File: src/rtl/rpi_div_pipe.sv
// ----------------------------------------------------------------------------
// rpi_div_pipe
// Pipelined restoring divider, one quotient bit per stage, with overflow
// flag for quotients of 2^QW and above. Several lanes share the handshake.
// ----------------------------------------------------------------------------
module rpi_div_pipe #(
  parameter int LANES = 1,
  parameter int NW    = 51,
  parameter int DW    = 38,
  parameter int QW    = 24,
  parameter int PW    = 8
) (
  input  logic          clk_i,
  input  logic          rst_ni,
  input  logic          in_valid_i,
  output logic          in_ready_o,
  input  logic [NW-1:0] num_i [LANES],
  input  logic [DW-1:0] den_i [LANES],
  input  logic [PW-1:0] pay_i,
  output logic          out_valid_o,
  input  logic          out_ready_i,
  output logic [QW-1:0] quo_o [LANES],
  output logic [LANES-1:0] ovf_o,
  output logic [PW-1:0] pay_o
);

  localparam int S  = QW + 1;
  localparam int RW = ((NW > DW + QW) ? NW : DW + QW) + 1;

  logic [S-1:0]  v_q;
  logic [S-1:0]  en;
  logic [RW-1:0] rem_q [S][LANES];
  logic [DW-1:0] den_q [S][LANES];
  logic [QW-1:0] quo_q [S][LANES];
  logic          ovf_q [S][LANES];
  logic [PW-1:0] pay_q [S];

  always_comb begin
    en[S-1] = !v_q[S-1] || out_ready_i;
    for (int s = S - 2; s >= 0; s--) begin
      en[s] = !v_q[s] || en[s+1];
    end
  end

  always_ff @(posedge clk_i or negedge rst_ni) begin
    if (!rst_ni) begin
      v_q <= '0;
    end else begin
      for (int s = 0; s < S; s++) begin
        if (en[s]) begin
          v_q[s] <= (s == 0) ? in_valid_i : v_q[s-1];
        end
      end
    end
  end

  for (genvar k = 0; k < S; k++) begin : g_st
    if (k == 0) begin : g_pay0
      always_ff @(posedge clk_i) begin
        if (en[k]) pay_q[k] <= pay_i;
      end
    end else begin : g_payn
      always_ff @(posedge clk_i) begin
        if (en[k]) pay_q[k] <= pay_q[k-1];
      end
    end

    for (genvar l = 0; l < LANES; l++) begin : g_ln
      logic [RW-1:0] rem_in, dsh, rem_nx;
      logic [DW-1:0] den_in;
      logic [QW-1:0] quo_in, quo_nx;
      logic          ovf_in, ovf_nx;

      if (k == 0) begin : g_src0
        assign rem_in = RW'(num_i[l]);
        assign den_in = den_i[l];
        assign quo_in = '0;
        assign ovf_in = 1'b0;
      end else begin : g_srcn
        assign rem_in = rem_q[k-1][l];
        assign den_in = den_q[k-1][l];
        assign quo_in = quo_q[k-1][l];
        assign ovf_in = ovf_q[k-1][l];
      end

      if (k == 0) begin : g_ovf
        // quotient would need more than QW bits
        assign dsh    = RW'(den_in) << QW;
        assign ovf_nx = (rem_in >= dsh) || ovf_in;
        assign rem_nx = rem_in;
        assign quo_nx = quo_in;
      end else begin : g_bit
        assign dsh    = RW'(den_in) << (QW - k);
        assign ovf_nx = ovf_in;
        always_comb begin
          if (!ovf_in && rem_in >= dsh) begin
            rem_nx = rem_in - dsh;
            quo_nx = quo_in | (QW'(1) << (QW - k));
          end else begin
            rem_nx = rem_in;
            quo_nx = quo_in;
          end
        end
      end

      always_ff @(posedge clk_i) begin
        if (en[k]) begin
          rem_q[k][l] <= rem_nx;
          den_q[k][l] <= den_in;
          quo_q[k][l] <= quo_nx;
          ovf_q[k][l] <= ovf_nx;
        end
      end

      if (k == S - 1) begin : g_out
        assign quo_o[l] = quo_q[k][l];
        assign ovf_o[l] = ovf_q[k][l];
      end
    end
  end

  assign in_ready_o  = en[0];
  assign out_valid_o = v_q[S-1];
  assign pay_o       = pay_q[S-1];

endmodule

File: config.mk
export PLATFORM = sky130hd
export DESIGN_NAME = rpi_div_pipe
export DESIGN_NICKNAME = d
export VERILOG_FILES = /design/src/rtl/rpi_div_pipe.sv
export SDC_FILE = /design/constraint.sdc
export NUM_CORES = 2
export LEC_CHECK = 0
export BUFFER_PORTS_ARGS = -buffer_cell sky130_fd_sc_hd__buf_2
export CAP_MARGIN = 20
export CORE_ASPECT_RATIO = 0.6
export CORE_UTILIZATION = 45
export CTS_CLUSTER_SIZE = 30
export DETAILED_ROUTE_END_ITERATION = 10
export HOLD_SLACK_MARGIN = 0.12
export SLEW_MARGIN = 30
export SYNTH_ARGS = -nofsm -noshare
export SYNTH_HDL_FRONTEND = slang
export SYNTH_SLANG_ARGS = --single-unit
File: constraint.sdc
create_clock -name clk_i -period 37.8 [get_ports clk_i]
set_input_delay 5.67 -clock clk_i [delete_from_list [all_inputs] [get_ports clk_i]]
set_output_delay 5.67 -clock clk_i [all_outputs]
set_load 0.05 [all_outputs]
==> out/qor.yml <==
timing:
  period_share: 0.4257
  setup-tns-final_ns: 0
  drv_slew: 0
  tightest_slew_ns: 1.276
  min_period_ns: 16.09
  hold_viol: 0
  setup_violations: 0
  slew-limit-headroom: 0.1467
  fin_skew_ns: 0.04715
  rsz0062_at_grt: "false"
  worst_slack_ns: 21.71
  timing.fmax_mhz: 62.15
placement:
  dp.cells: 17860
  detailed_place_hpwl_um: 317200
  numPortBuffers: 135
  place_congestion: 0.9736
  place_ws_ns: 21.50
yosys:
  synth_ff_type: "edfxtp_1"
  synth_cells: 13360
  synth_area_sq_mm: 0.1552
  synth.distinct_cells: 104
  ys_ff_latch: 2962
  synth.yosys.seq_area_share: 0.5722
  synthArstFlopShare: 0.008440
  syn_nets: 14410
  ys_warn_count: 0
  synth-edff-count: 2937
  avgSynthCellArea_sq_um: 11.62
clock_network:
  cts_resized: 0
  cts_buffers: 301
  cts_root_buffer: "clkbuf_16"
  cts_sinks: 2962
  cts.hold.buffers_added: 0
  clkLatencyLatePin_ns: 0.91
  cts_max_level: 5
  post_cts_buffers: 0
  cts_buffer_depth: 4
  clk_pin_slew_worst_paths_ns: 0.07
  cts_tree: "yes"
power:
  ir_drop_v: 0.00004154
  p_clk_frac: 0.212
  netSwitchingFraction: 0.3771
  power_frac_comb: 0.405
  cellPowerDensity_mw_per_mm2: 81.78
  seqPwrFrac: 0.383
  switching_power_mw: 5.292
  intPower_mw: 8.740
  leakage_nw: 68.71
cells_and_area:
  layout.nets: 14690
  final_cells: 18440
  syn_to_final_growth_pct: 10.53
  final_core_util: 0.5016
  drive_above_1_share: 0.07492
die:
  fp-row-count: 166
  die_area_sq_mm: 0.3474
  dieHeight_um: 456.9
  die_w_um: 760.2
  coreArea_sq_mm: 0.3421
  io_pins: 136
  start_util: 0.4538
routing:
  avgRoutedWirePerCell_um: 22.36
  dr.pass1.iters: 6
  ant_nets: 0
  vias: 105200
  drtIter0Drc: 12990
  routed_wl_um: 412400
  drc: 0
  via_per_inst: 5.702
hold_path:
  hold_depth: 0
  hold_path_startpoint: "quo_q[3][37]$_DFFE_PP_"
  hold_class: "register to register"
  hold_end: "quo_q[3][61]$_DFFE_PP_"
critical_path:
  reg2reg_depth: 13
  crit_path_start: "out_ready_i"
  reg2reg_slack_ns: 31.30
  path_max_fanout: 32
  end_kind: "primary output"
  start_kind: "primary input"
  r2r_start: "den_q[1][50]$_DFFE_PP_"
  critPathKind: "primary input to primary output"
  regToRegEndpoint: "rem_q[1][143]$_DFFE_PP_"
  required_ns: 32.13
  critPathArrivalTime_ns: 10.42
global_route:
  antenna_found_initial: 26
  grt_overflow_total: 0
  grt_util_all_layers: 0.2312
  grt_pass1_wl_um: 617100
  grt_max_degree: 81
  grt_pass1_vias: 95170
flow_run:
  drv_cap: 0
outcome:
  status: "finished clean"
-- per-stage QoR --
stage                     power (mW)  hold WS [ns]  area [sq um]
final                          14.03        0.4075        171600
after CTS                      13.92        0.4092        171300
after detailed placement       10.87        0.4045        161900
after global routing           14.87        0.4184        171500
after floorplan                9.283        0.4003        155200
after global placement         10.82        0.4003        161800
-- cells by family after synthesis --
| family | Yosys count | synth area share |
|---|---|---|
| buffers and inverters | 1500 | 0.03691 |
| DFF | 2962 | 0.5722 |
| adders and majority gates | 952 | 0.07785 |
| xor gates and xnor gates | 1042 | 0.05879 |
| AOI/OAI and AO/OA | 3282 | 0.1313 |
| muxes | 187 | 0.01343 |
| and+or+nand+nor | 3436 | 0.1096 |
-- how the worst max path moves through the flow --
stage | endpoint | slack (ns) | cells past startpoint
final | in_ready_o | 21.71 | 12
after global routing | in_ready_o | 21.26 | 12
after CTS | in_ready_o | 21.47 | 12
after detailed placement | in_ready_o | 21.50 | 12
after global placement | in_ready_o | 21.61 | 12
after floorplan | in_ready_o | 13.40 | 9
-- critical path: stages --
cell	delay (ns)
buf_2	0.10
nor2b_1	0.48
nand2_4	0.34
nor2_1	0.53
nand2_4	0.34
nor3_1	0.46
buf_4	0.23
and3_1	0.38
nand3_4	0.41
nor2_1	0.61
nand3_4	0.43
buf_2	0.38
-- layout by cell type (no fill, tap or decap), types with 71 or more instances in the layout --
| master | count |
|---|---|
| buf_2 | 135 |
| o21bai_1 | 110 |
| and3_1 | 92 |
| a31oi_1 | 88 |
| nor3_1 | 257 |
| edfxtp_1 | 2937 |
| a21oi_1 | 841 |
| xnor2_1 | 576 |
| nand3_1 | 222 |
| nand2b_1 | 169 |
| mux2_2 | 166 |
| a21o_1 | 474 |
| a211oi_1 | 91 |
| buf_4 | 129 |
| nand4_1 | 167 |
| nor2b_1 | 147 |
| nand2_1 | 1143 |
| nor4_1 | 157 |
| xor2_1 | 466 |
| o21ai_0 | 1023 |
| clkbuf_16 | 310 |
| ha_1 | 929 |
| inv_1 | 1185 |
| o31ai_1 | 71 |
| o21a_1 | 123 |
| or3_1 | 96 |
| nor2_1 | 602 |
-- layer usage --
metal  vias up  track usage  part of all wire
met4         6      0.04188             0.017
met5         -     0.008216            0.0010
li1      49990            -                 -
met3       404       0.1063              0.15
met1     50510       0.4088              0.54
met2      4255       0.2309              0.30
-- final cells by class --
type	instances	area, sq um
Fill cell	30090	170500
Sequential cell	2962	88820
Multi-Input combinational cell	8899	61250
Clock buffer	380	8040
Tap cell	4536	5675
Inverter	1200	4533
Timing Repair Buffer	269	1722
Clock inverter	144	1403
Antenna cell	53	132.6
-- power groups by stage --
stage                     clock network [mW]  registers, mW  logic [mW]
after global placement                     0           5.44        5.38
final                                   2.97           5.38        5.68
after floorplan                            0           5.23        4.05
after global routing                    3.17           5.48        6.21
after CTS                               3.06           5.38        5.48
after detailed placement                   0           5.44        5.43
-- state kept, by name, indices dropped and copies added (netlist names) --
name,count
rem_q,1500
den_q,912
quo_q,300
pay_q,200
ovf_q,25
v_q,25
-- cells in the mapped netlist (all sizes together), types with 19 or more instances --
master | number | area (sq um)
or2 | 62 | 387.9
o31ai | 71 | 533.0
and2 | 51 | 319.1
nor4b | 19 | 166.4
dfrtp | 25 | 625.6
a21boi | 34 | 255.2
o21bai | 110 | 825.8
mux2 | 170 | 1914
nand2b | 172 | 1079
xnor2 | 576 | 5045
buf | 62 | 330.3
inv | 1200 | 4504
a211oi | 91 | 683.2
nand2 | 1150 | 4317
o211ai | 49 | 367.9
nor2b | 147 | 919.6
o311ai | 21 | 183.9
o31a | 36 | 315.3
a31oi | 93 | 581.8
xor2 | 466 | 4081
nor4 | 180 | 1145
clkbuf | 238 | 894.6
fa | 23 | 460.4
o21a | 123 | 923.4
a2111oi | 36 | 366.6
and4 | 30 | 262.8
nand4b | 39 | 356.6
nor3 | 264 | 1326
nand4 | 167 | 1045
ha | 929 | 11620
and3 | 92 | 575.6
or3 | 96 | 600.6
nor2 | 603 | 2263
a21oi | 846 | 4238
o21ai | 1040 | 5209
nand3 | 228 | 1146
a21o | 478 | 3588
or4 | 71 | 544.3
nand3b | 20 | 150.1
edfxtp | 2937 | 88190
a221oi | 22 | 192.7
a211o | 24 | 211.5
(Power assumes the default switching activity.)
